===== src/rtl/newest_frame_slot_ring_assert.svh =====
// Assertion macros for the frame slot ring.
`ifndef NEWEST_FRAME_SLOT_RING_ASSERT_SVH
`define NEWEST_FRAME_SLOT_RING_ASSERT_SVH

// Check a property on each clock edge outside reset.
`define NFSR_ASSERT_CLK(lbl, prop, msg) \
   lbl: assert property (@(posedge clock) disable iff (reset) prop) else $error(msg);

// Check a property on each clock edge, reset included.
`define NFSR_ASSERT_ALWAYS(lbl, prop, msg) \
   lbl: assert property (@(posedge clock) prop) else $error(msg);

`endif


===== src/rtl/nfsr_pkg.sv =====
`default_nettype none
package nfsr_pkg;

   localparam int RING_SLOTS = 4;
   localparam int SLOT_W = $clog2(RING_SLOTS);
   localparam int SLOT_IDX_W = 4;
   localparam int CMP_W = SLOT_IDX_W + 1;
   localparam logic [31:0] EXPECTED_VERSION = 32'd1;

   localparam logic [2:0] CMD_PUBLISH_AUTO = 3'd0;
   localparam logic [2:0] CMD_PUBLISH_INTO = 3'd1;
   localparam logic [2:0] CMD_CONSUME      = 3'd2;
   localparam logic [2:0] CMD_RELEASE      = 3'd3;
   localparam logic [2:0] CMD_VALIDATE     = 3'd4;

   localparam logic [2:0] ST_OK      = 3'd0;
   localparam logic [2:0] ST_ARG     = 3'd1;
   localparam logic [2:0] ST_VERSION = 3'd2;
   localparam logic [2:0] ST_SLOT    = 3'd3;
   localparam logic [2:0] ST_BUSY    = 3'd4;
   localparam logic [2:0] ST_EMPTY   = 3'd5;
   localparam logic [2:0] ST_STALE   = 3'd6;

   localparam logic [1:0] CSR_RING_VERSION = 2'd0;
   localparam logic [1:0] CSR_SLOTS_IN_USE = 2'd1;

   typedef struct packed {
      logic              done;
      logic              found;
      logic [SLOT_W-1:0] pick;
   } scan_res_type;

endpackage
`default_nettype wire


===== src/rtl/nfsr_scan.sv =====
`default_nettype none
module nfsr_scan import nfsr_pkg::*; (
   input  wire logic                  clock,
   input  wire logic                  reset,
   input  wire logic                  go,
   input  wire logic [SLOT_W-1:0]     start_slot,
   input  wire logic [CMP_W-1:0]      usable,
   input  wire logic [RING_SLOTS-1:0] busy_vec,
   output scan_res_type               res
);

   logic              run_ff, run_in;
   logic [SLOT_W-1:0] cur_ff, cur_in;
   logic [SLOT_W-1:0] cnt_ff, cnt_in;
   logic              hit;
   logic              last;

   assign hit  = ({{(CMP_W-SLOT_W){1'b0}}, cur_ff} < usable) && !busy_vec[cur_ff];
   assign last = (cnt_ff == SLOT_W'(RING_SLOTS - 1));

   always_comb begin
      run_in = run_ff;
      cur_in = cur_ff;
      cnt_in = cnt_ff;
      if (go) begin
         run_in = 1'b1;
         cur_in = start_slot;
         cnt_in = '0;
      end else if (run_ff) begin
         if (hit || last) begin
            run_in = 1'b0;
         end else begin
            cur_in = (cur_ff == SLOT_W'(RING_SLOTS - 1)) ? '0 : cur_ff + 1'b1;
            cnt_in = cnt_ff + 1'b1;
         end
      end
   end

   always_ff @(posedge clock) begin
      if (reset) begin
         run_ff <= 1'b0;
      end else begin
         run_ff <= run_in;
      end
      cur_ff <= cur_in;
      cnt_ff <= cnt_in;
   end

   assign res.done  = run_ff && (hit || last);
   assign res.found = run_ff && hit;
   assign res.pick  = cur_ff;

endmodule
`default_nettype wire


===== src/rtl/newest_frame_slot_ring.sv =====
// Newest-frame-wins handoff over a ring of slots. A command is taken when start is high
// and busy is low; its result appears on the rsp_ ports for exactly one cycle with
// rsp_valid high and cannot be held off, so capture it then. Auto-slot publish checks
// one slot per cycle in the scan unit, then passes through the execute state to its strobe;
// every other command goes straight from accept to the execute state. Busy is low
// again in the strobe cycle, so the next command may start there. CSR writes are always
// ready and must be issued only while the block is idle.
`default_nettype none
`include "newest_frame_slot_ring_assert.svh"
module newest_frame_slot_ring import nfsr_pkg::*; (
   input  wire logic                  clock,
   input  wire logic                  reset,
   input  wire logic                  start,
   output      logic                  busy,
   input  wire logic [2:0]            req_command,
   input  wire logic [31:0]           req_frame_version,
   input  wire logic [31:0]           req_surface_id,
   input  wire logic [15:0]           req_frame_width,
   input  wire logic [15:0]           req_frame_height,
   input  wire logic [7:0]            req_pixel_format,
   input  wire logic [SLOT_IDX_W-1:0] req_slot_index,
   output      logic                  rsp_valid,
   output      logic [2:0]            rsp_status,
   output      logic [SLOT_IDX_W-1:0] rsp_frame_slot,
   output      logic [31:0]           rsp_out_sequence,
   output      logic [31:0]           rsp_out_surface,
   output      logic [15:0]           rsp_out_width,
   output      logic [15:0]           rsp_out_height,
   output      logic [7:0]            rsp_out_format,
   output      logic [31:0]           rsp_out_version,
   output      logic                  rsp_newer_pending,
   input  wire logic                  csr_valid,
   output      logic                  csr_ready,
   input  wire logic [1:0]            csr_index,
   input  wire logic [31:0]           csr_data
);

   localparam logic [1:0] S_IDLE = 2'd0;
   localparam logic [1:0] S_SCAN = 2'd1;
   localparam logic [1:0] S_EXEC = 2'd2;

   logic [1:0] state_ff, state_in;

   logic [31:0] ring_version_ff;
   logic [2:0]  slots_in_use_ff;

   logic [2:0]            cmd_ff;
   logic [31:0]           fver_ff;
   logic [31:0]           surf_ff;
   logic [15:0]           wid_ff;
   logic [15:0]           hgt_ff;
   logic [7:0]            fmt_ff;
   logic [SLOT_IDX_W-1:0] slot_ff;
   logic                  found_ff, found_in;
   logic [SLOT_W-1:0]     pick_ff, pick_in;

   logic [RING_SLOTS-1:0] cbusy_ff, cbusy_in;
   logic [SLOT_W-1:0]     next_start_ff, next_start_in;
   logic [31:0]           pub_cnt_ff, pub_cnt_in;
   logic [31:0]           cons_cnt_ff, cons_cnt_in;
   logic [31:0]           lat_surf_ff, lat_surf_in;
   logic [15:0]           lat_wid_ff, lat_wid_in;
   logic [15:0]           lat_hgt_ff, lat_hgt_in;
   logic [7:0]            lat_fmt_ff, lat_fmt_in;
   logic [31:0]           lat_ver_ff, lat_ver_in;
   logic [SLOT_W-1:0]     lat_slot_ff, lat_slot_in;
   logic [31:0]           lat_seq_ff, lat_seq_in;

   logic                  rsp_valid_ff;
   logic [2:0]            status_in, status_ff;
   logic [SLOT_IDX_W-1:0] oslot_in, oslot_ff;
   logic [31:0]           oseq_in, oseq_ff;
   logic [31:0]           osurf_in, osurf_ff;
   logic [15:0]           owid_in, owid_ff;
   logic [15:0]           ohgt_in, ohgt_ff;
   logic [7:0]            ofmt_in, ofmt_ff;
   logic [31:0]           over_in, over_ff;
   logic                  pend_in, pend_ff;

   logic              accept;
   logic              scan_go;
   logic              ring_ok;
   logic [CMP_W-1:0]  usable;
   logic [2:0]        frame_st;
   logic              range_bad;
   logic              do_publish;
   logic [SLOT_W-1:0] pub_slot;
   logic              consume_ok;
   scan_res_type      scan_res;

   assign busy      = (state_ff != S_IDLE);
   assign accept    = start && !busy;
   assign scan_go   = accept && (req_command == CMD_PUBLISH_AUTO);
   assign csr_ready = 1'b1;
   assign ring_ok   = (ring_version_ff == EXPECTED_VERSION);
   assign usable    = (CMP_W'(slots_in_use_ff) > CMP_W'(RING_SLOTS)) ?
                      CMP_W'(RING_SLOTS) : CMP_W'(slots_in_use_ff);

   nfsr_scan u_scan (
      .clock      (clock),
      .reset      (reset),
      .go         (scan_go),
      .start_slot (next_start_ff),
      .usable     (usable),
      .busy_vec   (cbusy_ff),
      .res        (scan_res)
   );

   always_comb begin
      state_in = state_ff;
      found_in = found_ff;
      pick_in  = pick_ff;
      case (state_ff)
         S_IDLE: begin
            if (accept) begin
               state_in = scan_go ? S_SCAN : S_EXEC;
            end
         end
         S_SCAN: begin
            if (scan_res.done) begin
               found_in = scan_res.found;
               pick_in  = scan_res.pick;
               state_in = S_EXEC;
            end
         end
         S_EXEC: begin
            state_in = S_IDLE;
         end
         default: begin
            state_in = S_IDLE;
         end
      endcase
   end

   assign range_bad = ({1'b0, slot_ff} >= usable);
   assign pub_slot  = (cmd_ff == CMD_PUBLISH_AUTO) ? pick_ff : slot_ff[SLOT_W-1:0];

   always_comb begin
      if (!ring_ok || fver_ff != EXPECTED_VERSION) begin
         frame_st = ST_VERSION;
      end else if (surf_ff == '0 || wid_ff == '0 || hgt_ff == '0 || fmt_ff == '0) begin
         frame_st = ST_ARG;
      end else begin
         frame_st = ST_OK;
      end
   end

   always_comb begin
      cbusy_in      = cbusy_ff;
      next_start_in = next_start_ff;
      pub_cnt_in    = pub_cnt_ff;
      cons_cnt_in   = cons_cnt_ff;
      lat_surf_in   = lat_surf_ff;
      lat_wid_in    = lat_wid_ff;
      lat_hgt_in    = lat_hgt_ff;
      lat_fmt_in    = lat_fmt_ff;
      lat_ver_in    = lat_ver_ff;
      lat_slot_in   = lat_slot_ff;
      lat_seq_in    = lat_seq_ff;
      status_in     = ST_OK;
      oslot_in      = '0;
      oseq_in       = '0;
      osurf_in      = '0;
      owid_in       = '0;
      ohgt_in       = '0;
      ofmt_in       = '0;
      over_in       = '0;
      do_publish    = 1'b0;
      case (cmd_ff)
         CMD_PUBLISH_AUTO: begin
            if (!ring_ok) begin
               status_in = ST_VERSION;
            end else if (!found_ff) begin
               status_in = ST_BUSY;
            end else begin
               status_in  = frame_st;
               do_publish = (frame_st == ST_OK);
            end
         end
         CMD_PUBLISH_INTO: begin
            if (frame_st != ST_OK) begin
               status_in = frame_st;
            end else if (range_bad) begin
               status_in = ST_SLOT;
            end else if (cbusy_ff[pub_slot]) begin
               status_in = ST_BUSY;
            end else begin
               do_publish = 1'b1;
            end
         end
         CMD_CONSUME: begin
            if (!ring_ok) begin
               status_in = ST_VERSION;
            end else if (pub_cnt_ff == '0) begin
               status_in = ST_EMPTY;
            end else if (pub_cnt_ff < cons_cnt_ff) begin
               status_in = ST_STALE;
            end else if (pub_cnt_ff == cons_cnt_ff) begin
               status_in = ST_EMPTY;
            end else begin
               cons_cnt_in           = lat_seq_ff;
               cbusy_in[lat_slot_ff] = 1'b1;
               oslot_in              = SLOT_IDX_W'(lat_slot_ff);
               oseq_in               = lat_seq_ff;
               osurf_in              = lat_surf_ff;
               owid_in               = lat_wid_ff;
               ohgt_in               = lat_hgt_ff;
               ofmt_in               = lat_fmt_ff;
               over_in               = lat_ver_ff;
            end
         end
         CMD_RELEASE: begin
            if (!ring_ok) begin
               status_in = ST_VERSION;
            end else if (range_bad) begin
               status_in = ST_SLOT;
            end else begin
               cbusy_in[slot_ff[SLOT_W-1:0]] = 1'b0;
            end
         end
         CMD_VALIDATE: begin
            if (frame_st != ST_OK) begin
               status_in = frame_st;
            end else if (range_bad) begin
               status_in = ST_SLOT;
            end
         end
         default: begin
            status_in = ST_ARG;
         end
      endcase
      if (do_publish) begin
         pub_cnt_in    = pub_cnt_ff + 32'd1;
         lat_seq_in    = pub_cnt_ff + 32'd1;
         lat_slot_in   = pub_slot;
         lat_surf_in   = surf_ff;
         lat_wid_in    = wid_ff;
         lat_hgt_in    = hgt_ff;
         lat_fmt_in    = fmt_ff;
         lat_ver_in    = fver_ff;
         next_start_in = (pub_slot == SLOT_W'(RING_SLOTS - 1)) ? '0 : pub_slot + 1'b1;
         oslot_in      = SLOT_IDX_W'(pub_slot);
         oseq_in       = pub_cnt_ff + 32'd1;
      end
      pend_in = ring_ok && (pub_cnt_in != '0) && (pub_cnt_in > cons_cnt_in);
   end

   always_ff @(posedge clock) begin
      if (reset) begin
         state_ff        <= S_IDLE;
         rsp_valid_ff    <= 1'b0;
         ring_version_ff <= 32'd1;
         slots_in_use_ff <= 3'd4;
         cbusy_ff        <= '0;
         next_start_ff   <= '0;
         pub_cnt_ff      <= '0;
         cons_cnt_ff     <= '0;
         lat_surf_ff     <= '0;
         lat_wid_ff      <= '0;
         lat_hgt_ff      <= '0;
         lat_fmt_ff      <= '0;
         lat_ver_ff      <= '0;
         lat_slot_ff     <= '0;
         lat_seq_ff      <= '0;
      end else begin
         state_ff     <= state_in;
         rsp_valid_ff <= (state_ff == S_EXEC);
         if (csr_valid && csr_ready) begin
            if (csr_index == CSR_RING_VERSION) begin
               ring_version_ff <= csr_data;
            end else if (csr_index == CSR_SLOTS_IN_USE) begin
               slots_in_use_ff <= csr_data[2:0];
            end
         end
         if (state_ff == S_EXEC) begin
            cbusy_ff      <= cbusy_in;
            next_start_ff <= next_start_in;
            pub_cnt_ff    <= pub_cnt_in;
            cons_cnt_ff   <= cons_cnt_in;
            lat_surf_ff   <= lat_surf_in;
            lat_wid_ff    <= lat_wid_in;
            lat_hgt_ff    <= lat_hgt_in;
            lat_fmt_ff    <= lat_fmt_in;
            lat_ver_ff    <= lat_ver_in;
            lat_slot_ff   <= lat_slot_in;
            lat_seq_ff    <= lat_seq_in;
         end
      end
   end

   always_ff @(posedge clock) begin
      found_ff <= found_in;
      pick_ff  <= pick_in;
      if (accept) begin
         cmd_ff  <= req_command;
         fver_ff <= req_frame_version;
         surf_ff <= req_surface_id;
         wid_ff  <= req_frame_width;
         hgt_ff  <= req_frame_height;
         fmt_ff  <= req_pixel_format;
         slot_ff <= req_slot_index;
      end
      if (state_ff == S_EXEC) begin
         status_ff <= status_in;
         oslot_ff  <= oslot_in;
         oseq_ff   <= oseq_in;
         osurf_ff  <= osurf_in;
         owid_ff   <= owid_in;
         ohgt_ff   <= ohgt_in;
         ofmt_ff   <= ofmt_in;
         over_ff   <= over_in;
         pend_ff   <= pend_in;
      end
   end

   assign rsp_valid         = rsp_valid_ff;
   assign rsp_status        = status_ff;
   assign rsp_frame_slot    = oslot_ff;
   assign rsp_out_sequence  = oseq_ff;
   assign rsp_out_surface   = osurf_ff;
   assign rsp_out_width     = owid_ff;
   assign rsp_out_height    = ohgt_ff;
   assign rsp_out_format    = ofmt_ff;
   assign rsp_out_version   = over_ff;
   assign rsp_newer_pending = pend_ff;

   assign consume_ok = rsp_valid && (cmd_ff == CMD_CONSUME) && (rsp_status == ST_OK);

   `NFSR_ASSERT_CLK(a_strobe_single, rsp_valid |=> !rsp_valid, "result strobe longer than one cycle")
   `NFSR_ASSERT_CLK(a_accept_busy, (start && !busy) |=> busy, "accepted item did not raise busy")
   `NFSR_ASSERT_ALWAYS(a_strobe_idle, rsp_valid |-> !busy, "result strobe while still busy")
   `NFSR_ASSERT_CLK(a_consume_pend, consume_ok |-> !rsp_newer_pending, "pending after consume")

endmodule
`default_nettype wire

===== config.mk =====
export PLATFORM = sky130hd
export DESIGN_NAME = newest_frame_slot_ring
export DESIGN_NICKNAME = d
export VERILOG_FILES = /design/src/rtl/nfsr_pkg.sv /design/src/rtl/nfsr_scan.sv /design/src/rtl/newest_frame_slot_ring.sv
export VERILOG_INCLUDE_DIRS = /design/src /design/src/rtl
export SDC_FILE = /design/constraint.sdc
export NUM_CORES = 1
export LEC_CHECK = 0
export BUFFER_PORTS_ARGS = -buffer_cell sky130_fd_sc_hd__buf_2
export CAP_MARGIN = 20
export CORE_ASPECT_RATIO = 0.75
export CORE_UTILIZATION = 55
export DETAILED_ROUTE_END_ITERATION = 6
export PLACE_DENSITY = 0.77
export RECOVER_POWER = 100
export SYNTH_ARGS = -nofsm -noshare
export SYNTH_HDL_FRONTEND = slang
export SYNTH_HIERARCHICAL = 1
export SYNTH_SLANG_ARGS = --single-unit

===== constraint.sdc =====
create_clock -name clock -period 8.3 [get_ports clock]
set_input_delay 1.66 -clock clock [delete_from_list [all_inputs] [get_ports clock]]
set_output_delay 1.66 -clock clock [all_outputs]
set_load 0.01 [all_outputs]

==> results of run 1 <==
[power by group through the flow]
stage | sequential, mW | clock [mW] | combinational (mW)
after floorplan | 2.81 | 0 | 0.0802
after global placement | 2.79 | 0 | 0.188
after detailed placement | 2.80 | 0 | 0.191
after CTS | 2.74 | 2.31 | 0.192
after global routing | 2.75 | 2.41 | 0.196
final | 2.75 | 2.27 | 0.179
[worst max-delay path by stage]
stage / from / endpoint / slack [ps] / cells after the start
floorplan: start / u_scan/cur_ff[1]$_DFFE_PP_ / 540 / 5
global placement: cmd_ff[0]$_DFFE_PP_ / rsp_newer_pending$_DFFE_PP_ / 2750 / 16
detailed placement: cmd_ff[2]$_DFFE_PP_ / rsp_newer_pending$_DFFE_PP_ / 2610 / 16
CTS: cmd_ff[2]$_DFFE_PP_ / rsp_newer_pending$_DFFE_PP_ / 2580 / 16
global route: reset / cbusy_ff[1]$_SDFFE_PP0P_ / 1090 / 5
finish: reset / cbusy_ff[1]$_SDFFE_PP0P_ / 1540 / 5
[stage by stage]
stage               setup WS [ps]  cells  cell area, µm²  power (mW)  utilization
floorplan                     536   1977           21500        2.89            -
global placement             2750   2672           23300        2.98        0.607
detailed placement           2610   2672           23300        2.99        0.607
CTS                          2580   2762           25000        5.25        0.650
global route                 1090   2766           24700        5.36        0.643
finish                       1540   2768           24700        5.19        0.643
[layout by cell type, fill, tap and decap left out, types with 10 or more instances in the layout]
master	count
nand2_1	263
edfxtp_1	258
dfxtp_1	249
clkbuf_1	173
a21oi_1	144
buf_2	140
nor2_1	129
and2_1	75
ha_1	72
mux2i_1	71
and2_0	61
nor4_1	53
inv_1	50
clkbuf_16	50
xor2_1	47
o21ai_0	44
nand4_1	35
a211oi_1	30
xnor2_1	28
o2bb2ai_1	28
nand3_1	26
nor3_1	23
or3_1	23
a21o_1	19
o21a_1	13
nor2b_1	11
clkinv_2	10
[worst min-delay path, delay by kind of cell (launching register included)]
kind               cells  cell delay, ps
DFF                    1             310
and+or+nand+nor        1              50
AOI/OAI and AO/OA      1              50
[area by class of cell]
cell class,instances,share of cell area
multi-input cells,1293,0.328
clock inverters,20,0.00968
repair buffers,309,0.0550
well taps,512,0.0260
diodes,6,0.000608
flip-flops and latches,507,0.516
inverters,51,0.00796
clock buffers,70,0.0574
[logic make-up after synthesis]
kind of cell,share of synthesized area
xor+xnor,0.0306
mux,0.0382
simple gates,0.173
other cells,0.000350
buf+inv,0.0317
fa+ha+maj,0.0420
flops,0.593
compound gates,0.0912
[per-layer routing]
metal | GRT usage | vias up | wire length (µm)
met1 | 0.377 | 7408 | 23800
met2 | 0.388 | 607 | 22800
met5 | 0 | - | 49
met4 | 0.0712 | 8 | 1300
met3 | 0.0597 | 96 | 4180
li1 | - | 7469 | -
==> impl_metrics.yaml, run 1 <==
setup_path:
  cp.buffers_inverters: 2
  slowest_stage: "clkbuf_1"
  arrival_ps: 7160
  cp.required_ps: 8710
  r2r_setup_slack_ps: 1660
  r2r-end: "rsp_newer_pending$_DFFE_PP_"
  slowest_delay_ps: 2990
  cp_max_fo: 83
  cp_top_family: "buffers and inverters"
  r2r-start: "ring_version_ff[6]$_SDFFE_PP0P_"
  cp-start-kind: "input pin"
  crit_path_end_kind: "flip-flop"
  worst_r2r_path_depth: 17
  path_common_cell: "clkbuf_1"
  path_class: "input pin to flip-flop"
  path_cells: "clkbuf_1 > clkbuf_1 > nor2b_1 > o21ai_0 > o31ai_1"
min_path:
  whs_path_depth: 2
  hp-class: "flip-flop to flip-flop"
  min_to: "lat_hgt_ff[15]$_SDFFE_PP0P_"
  min_from: "lat_hgt_ff[15]$_SDFFE_PP0P_"
detailed_routing:
  vias: 15588
  ant_nets: 0
  wl_per_cell_um: 18.8
  firstDrtPassIters: 5
  routed_wl_um: 52100
  drt_iter0_drc: 1216
  drc: 0
  post_drt_via_cell_ratio: 5.63
global_route:
  grt_pass1_vias: 14885
  grt_start_max_net_pins: 84
  antenna_found_initial: 10
  grt_pass1_wl_um: 82200
  grt_remaining_overflow: 0
  grt_usage: 0.259
yosys:
  avgSynthCellArea_um2: 10.9
  ys_types: 65
  yosysTopAreaCellShare: 0.361
  synth_edf_count: 258
  yosysMostFrequentCell: "nand2_1"
  ys_warn_count: 6
  postSynthCellCount: 1974
  synthFlopType: "edfxtp_1"
  ys_seq_elements: 507
  synth_top_area_cell: "edfxtp_1"
  yosys-top-cells-area: "edfxtp_1 (36%), dfxtp_1 (23%), nand2_1 (4.6%)"
  ys_seq_area_frac: 0.593
  synth_common_cells: "nand2_1 (263), edfxtp_1 (258), dfxtp_1 (249), a21oi_1 (143), and2_1 (136)"
  async_reset_ff_frac: 0
  syn_area_um2: 21500
die:
  start_util: 0.559
  std_cell_rows: 62
  die_w_um: 230
  core_area_um2: 38400
  dieHeight_um: 173
  die_area_um2: 39800
  io_pins: 296
cts:
  cts_inserted_buffers: 48
  cts_root_buffer: "clkbuf_16"
  cts_tree: "done"
  cts_resized: 0
  h-tree-depth: 2
  clk_latency_ps: 570
  cts_buffer_depth: 3
  clk_pin_slew_ps: 70
  post-cts-setup-buffers: 0
  cts.sinks: 507
  hold_buffers: 0
sta:
  final-max-slew-violation-count: 578
  fin_crit_sh: 0.814
  fmax_ghz: 0.148
  setup_violations: 0
  timing.final.crit_period_ps: 6760
  rsz0062_at_grt: "no"
  worstMarginPinSlew_ps: 4040
  clock-skew-final_ps: 20.1
  hold_viol: 0
  relSlewSlack: -1.70
  tns_ps: 0
  hold_ws_ps: 448
power_and_ir_drop:
  total_leakage_power_nw: 9.00
  p_switching_mw: 1.10
  comb_power_share: 0.035
  peakVddDrop_uv: 198
  cellInternalPower_mw: 4.09
  power.sequential.fraction: 0.529
  swShare: 0.212
  power.density_nw_per_um2: 210
  pwr-share-clk: 0.436
layout:
  seq_area_um2: 12700
  fillers: 3060
  drive_gt1_frac: 0.109
  multi_input_area_um2: 8090
  syn_to_final_growth_pct: 15.0
  final_nets: 2431
run:
  drv_cap: 11
outcome:
  failed_checks: "max-capacitance violations, max-slew violations"
  status: "finished, violations left"
placed_design:
  port_buffers: 292
  routabilityCongestion: 0.987
  post-dp-hpwl_um: 35500
Power figures use the tool's default switching activity.
==> run 2, diff against run 1 <==
==> constraint.sdc (replaced) <==
create_clock -name clock -period 6.7 [get_ports clock]
set_input_delay 1.34 -clock clock [delete_from_list [all_inputs] [get_ports clock]]
set_output_delay 1.34 -clock clock [all_outputs]
set_load 0.01 [all_outputs]
==> run 2 against run 1 <==
Design area up 0.66%. Worst setup slack lost 900 ps. Sequential share of layout area decreased by 0.34 points. The flow still finishes with violations (max-capacitance violations, max-slew violations).
==> impl_metrics.yaml, run 2 (synthesis results as in run 1) <==
power_and_ir_drop:
  power.density_nw_per_um2: 267
  cellInternalPower_mw: 5.23
  pwr-share-clk: 0.453
  total_leakage_power_nw: 9.08
  peakVddDrop_uv: 239
  swShare: 0.210
  power.sequential.fraction: 0.514
  comb_power_share: 0.034
  p_switching_mw: 1.39
sta:
  clock-skew-final_ps: 19.2
  rsz0062_at_grt: "no"
  fmax_ghz: 0.165
  relSlewSlack: -1.86
  final-max-slew-violation-count: 472
  tns_ps: 0
  timing.final.crit_period_ps: 6050
  hold_viol: 0
  worstMarginPinSlew_ps: 4280
  fin_crit_sh: 0.903
  setup_violations: 0
die:
  core_area_um2: 38400
  start_util: 0.559
  die_area_um2: 39800
  std_cell_rows: 62
  io_pins: 296
  dieHeight_um: 173
  die_w_um: 230
global_route:
  grt_use_met2: 0.383
  grt_start_max_net_pins: 110
  grt_pass1_wl_um: 82100
  antenna_found_initial: 10
  gr-usage-met1: 0.376
  grt_pass1_vias: 14895
  grt-busiest-layer: "met2"
  grt_usage: 0.260
  grt_remaining_overflow: 0
  gr-usage-met3: 0.0625
layout:
  final_design_area_no_fill_um2: 24800
  most-common-layout-cells: "nand2_1 (262), edfxtp_1 (258), dfxtp_1 (249)"
  final_nets: 2436
  syn_to_final_growth_pct: 15.7
  fin_cells: 2771
  final_common_cell: "nand2_1"
  finish.utilization: 0.647
  drive_gt1_frac: 0.111
cts:
  clk_latency_ps: 570
  hold_buffers: 0
  clk_pin_slew_ps: 70
  cts_buffer_depth: 3
  cts_root_buffer: "clkbuf_16"
  cts_inserted_buffers: 49
  h-tree-depth: 2
  cts.sinks: 507
  cts_resized: 0
  cts_tree: "done"
  post-cts-setup-buffers: 0
setup_path:
  worst_r2r_path_depth: 10
  path_class: "flip-flop to flip-flop"
  crit_path_end_kind: "flip-flop"
  cp.required_ps: 7160
  cp_max_fo: 32
  cp-start-kind: "flip-flop"
  arrival_ps: 6510
detailed_routing:
  drt_iter0_drc: 1388
  routed_wl_um: 52600
  post_drt_via_cell_ratio: 5.65
  drc: 0
  ant_nets: 0
  vias: 15658
  wl_per_cell_um: 19.0
  firstDrtPassIters: 5
placed_design:
  port_buffers: 292
  place_area_um2: 23300
  post-dp-hpwl_um: 35700
  dpl.cell_count: 2675
  routabilityCongestion: 0.972
outcome:
  failed_checks: "max-capacitance violations, max-slew violations"
  status: "finished, violations left"
run:
  drv_cap: 8
min_path:
  hp-class: "flip-flop to flip-flop"
  whs_path_depth: 2
[run 2: per-stage QoR]
stage / setup slack (ps) / total power, mW / hold WS [ps]
finish: 647 / 6.63 / 446
global route: 289 / 6.83 / 457
CTS: 914 / 6.69 / 447
detailed placement: 970 / 3.70 / 435
global placement: 1140 / 3.69 / 433
floorplan: 1090 / 3.58 / 421
[run 2: area by class of cell]
class | instances | area [µm²]
antenna | 3 | 7.51
inverter | 51 | 196
clock inverter | 32 | 457
timing repair buffer | 313 | 1420
fill | 3104 | 13600
sequential | 507 | 12700
clock buffer | 60 | 1320
tap | 512 | 641
multi-input combinational | 1293 | 8080
[run 2: metal layers]
layer  up-vias  share of wire
met1      7384           0.45
met3       112          0.086
met4        12          0.027
li1       7470              -
met2       680           0.43
met5         -         0.0013
[run 2: power by group through the flow]
stage	clock network, mW	logic [mW]	registers, mW
2_1_floorplan	0	0.0996	3.48
3_3_place_gp	0	0.231	3.46
3_5_place_dp	0	0.236	3.46
4_1_cts	3.05	0.238	3.40
5_1_grt	3.17	0.242	3.41
6_report	3.00	0.223	3.40
[run 2: worst max-delay path: stages, from the launching register on]
cell	delay, ps
edfxtp_1	560
nor3_1	390
mux2i_1	590
mux4_1	400
a2bb2oi_1	260
or4_2	1110
clkbuf_1	360
nor2_4	680
clkbuf_1	1120
nand2_1	240
a21oi_1	200
[run 2: final timing paths]
path / start / endpoint / slack (ps)
min: lat_fmt_ff[5]$_SDFFE_PP0P_ / lat_fmt_ff[5]$_SDFFE_PP0P_ / 450
max reg2reg: cmd_ff[0]$_DFFE_PP_ / pub_cnt_ff[1]$_SDFFE_PP0P_ / 650
max: cmd_ff[0]$_DFFE_PP_ / pub_cnt_ff[1]$_SDFFE_PP0P_ / 650
min reg2reg: lat_fmt_ff[5]$_SDFFE_PP0P_ / lat_fmt_ff[5]$_SDFFE_PP0P_ / 450
==> run 3, diff against run 2 <==
--- a/config.mk
+++ b/config.mk
@@ -6,12 +6,12 @@
 export SDC_FILE = /design/constraint.sdc
 export NUM_CORES = 1
 export LEC_CHECK = 0
-export BUFFER_PORTS_ARGS = -buffer_cell sky130_fd_sc_hd__buf_2
+export BUFFER_PORTS_ARGS = -buffer_cell sky130_fd_sc_hd__buf_4
 export CAP_MARGIN = 20
 export CORE_ASPECT_RATIO = 0.75
 export CORE_UTILIZATION = 55
 export DETAILED_ROUTE_END_ITERATION = 6
-export PLACE_DENSITY = 0.77
+export PLACE_DENSITY = 0.85
 export RECOVER_POWER = 100
 export SYNTH_ARGS = -nofsm -noshare
 export SYNTH_HDL_FRONTEND = slang
==> run 3 against run 2 <==
The flow still finishes with violations (max-capacitance violations, max-slew violations). Critical path type is now input pin to flip-flop. Wire length increased by 2.2%. Clock power decreased by 5%. Power decreased by 1.9%. Sequential power about the same. Count of clock-buffer cells in the layout increased by 6. Critical path depth decreased by 6. Sequential share of layout area decreased by 0.67 points. Via count increased by 0.18%. Design area increased by 1.3%. First-iteration DRC count decreased by 5.0%.
==> impl_metrics.yaml, run 3 (synthesis results as in run 1) <==
detailed_routing:
  wl_per_cell_um: 19.4
  drc: 0
  ant_nets: 0
  routed_wl_um: 53800
  firstDrtPassIters: 5
  drt_iter0_drc: 1319
  vias: 15686
  post_drt_via_cell_ratio: 5.67
cts:
  h-tree-depth: 2
  cts_inserted_buffers: 48
  clk_latency_ps: 580
  cts_tree: "done"
  hold_buffers: 0
  cts_buffer_depth: 3
  cts_resized: 0
  clk_pin_slew_ps: 70
  post-cts-setup-buffers: 0
  cts.sinks: 507
  cts_root_buffer: "clkbuf_16"
sta:
  hold_viol: 0
  rsz0062_at_grt: "no"
  tns_ps: 0
  fin_ws_ps: 628
  hold_ws_ps: 445
  timing.final.crit_period_ps: 6070
  fmax_ghz: 0.165
  clock-skew-final_ps: 28.1
  final-max-slew-violation-count: 303
  setup_violations: 0
  worstMarginPinSlew_ps: 5170
  relSlewSlack: -2.45
  fin_crit_sh: 0.906
outcome:
  status: "finished, violations left"
  failed_checks: "max-capacitance violations, max-slew violations"
setup_path:
  worst_r2r_path_depth: 20
  r2r-start: "pub_cnt_ff[25]$_SDFFE_PP0P_"
  cp-start-kind: "input pin"
  r2r_setup_slack_ps: 950
  arrival_ps: 6530
  r2r-end: "rsp_newer_pending$_DFFE_PP_"
  crit_end: "u_scan/run_ff$_SDFF_PP0_"
  cp.required_ps: 7160
  crit_path_end_kind: "flip-flop"
  cp_max_fo: 108
  path_class: "input pin to flip-flop"
  startpoint: "reset"
die:
  die_area_um2: 39800
  die_w_um: 230
  std_cell_rows: 62
  dieHeight_um: 173
  core_area_um2: 38400
  io_pins: 296
  start_util: 0.559
placed_design:
  port_buffers: 292
  place_area_um2: 24100
  dpl.cell_count: 2675
  post-dp-hpwl_um: 37200
  post-place-ws_ps: 1100
  routabilityCongestion: 0.949
global_route:
  grt_pass1_vias: 15150
  antenna_found_initial: 1
  grt_start_max_net_pins: 109
  grt_usage: 0.268
  grt_pass1_wl_um: 84200
  grt_remaining_overflow: 0
power_and_ir_drop:
  power.density_nw_per_um2: 258
  p_switching_mw: 1.40
  swShare: 0.215
  pwr-share-clk: 0.438
  total_power_mw: 6.50
  power.sequential.fraction: 0.524
  cellInternalPower_mw: 5.10
  comb_power_share: 0.038
  total_leakage_power_nw: 9.18
  peakVddDrop_uv: 233
layout:
  fillers: 2960
  final_common_cell: "nand2_1"
  final_nets: 2436
  finish.utilization: 0.656
  syn_to_final_growth_pct: 17.3
  most-common-layout-cells: "nand2_1 (262), edfxtp_1 (258), dfxtp_1 (249)"
  fin_cells: 2768
  final_design_area_no_fill_um2: 25200
  drive_gt1_frac: 0.116
min_path:
  hp-class: "flip-flop to flip-flop"
run:
  drv_cap: 4
==> run 3: power by group through the flow <==
stage,sequential (mW),combinational [mW],clock [mW]
floorplan,3.48,0.0996,0
global placement,3.46,0.274,0
detailed placement,3.47,0.280,0
CTS,3.40,0.281,2.90
global route,3.41,0.267,3.01
finish,3.41,0.247,2.85
==> run 3: worst min-delay path by stage <==
stage / startpoint / to / slack [ps] / depth (start not counted)
floorplan: lat_ver_ff[10]$_SDFFE_PP0P_ / lat_ver_ff[10]$_SDFFE_PP0P_ / 420 / 1
global placement: lat_wid_ff[15]$_SDFFE_PP0P_ / lat_wid_ff[15]$_SDFFE_PP0P_ / 430 / 2
detailed placement: lat_ver_ff[16]$_SDFFE_PP0P_ / lat_ver_ff[16]$_SDFFE_PP0P_ / 440 / 1
CTS: lat_surf_ff[31]$_SDFFE_PP0P_ / lat_surf_ff[31]$_SDFFE_PP0P_ / 450 / 2
global route: lat_surf_ff[23]$_SDFFE_PP0P_ / lat_surf_ff[23]$_SDFFE_PP0P_ / 460 / 2
finish: lat_hgt_ff[2]$_SDFFE_PP0P_ / lat_hgt_ff[2]$_SDFFE_PP0P_ / 450 / 2
==> run 3: layout make-up <==
| cell class | count | area [µm²] | area share |
|---|---|---|---|
| antenna | 1 | 2.50 | 0.0000994 |
| clock buffer | 66 | 1370 | 0.0545 |
| clock inverter | 24 | 300 | 0.0119 |
| inverter | 51 | 196 | 0.00780 |
| multi-input combinational | 1293 | 8110 | 0.322 |
| sequential | 507 | 12700 | 0.506 |
| tap | 512 | 641 | 0.0254 |
| timing repair buffer | 314 | 1820 | 0.0722 |
==> run 3: layer usage <==
layer / global-route usage / vias up / share of wire
met5: 0 / - / 0
met4: 0.0966 / 0 / 0.036
met3: 0.0632 / 131 / 0.081
met2: 0.402 / 653 / 0.44
met1: 0.379 / 7434 / 0.44
li1: - / 7468 / -
==> run 3: worst max-delay path, cell delays in order <==
cell      delay, ps
clkbuf_1       3540
clkbuf_2       1030
buf_16          360
o21ba_2         220
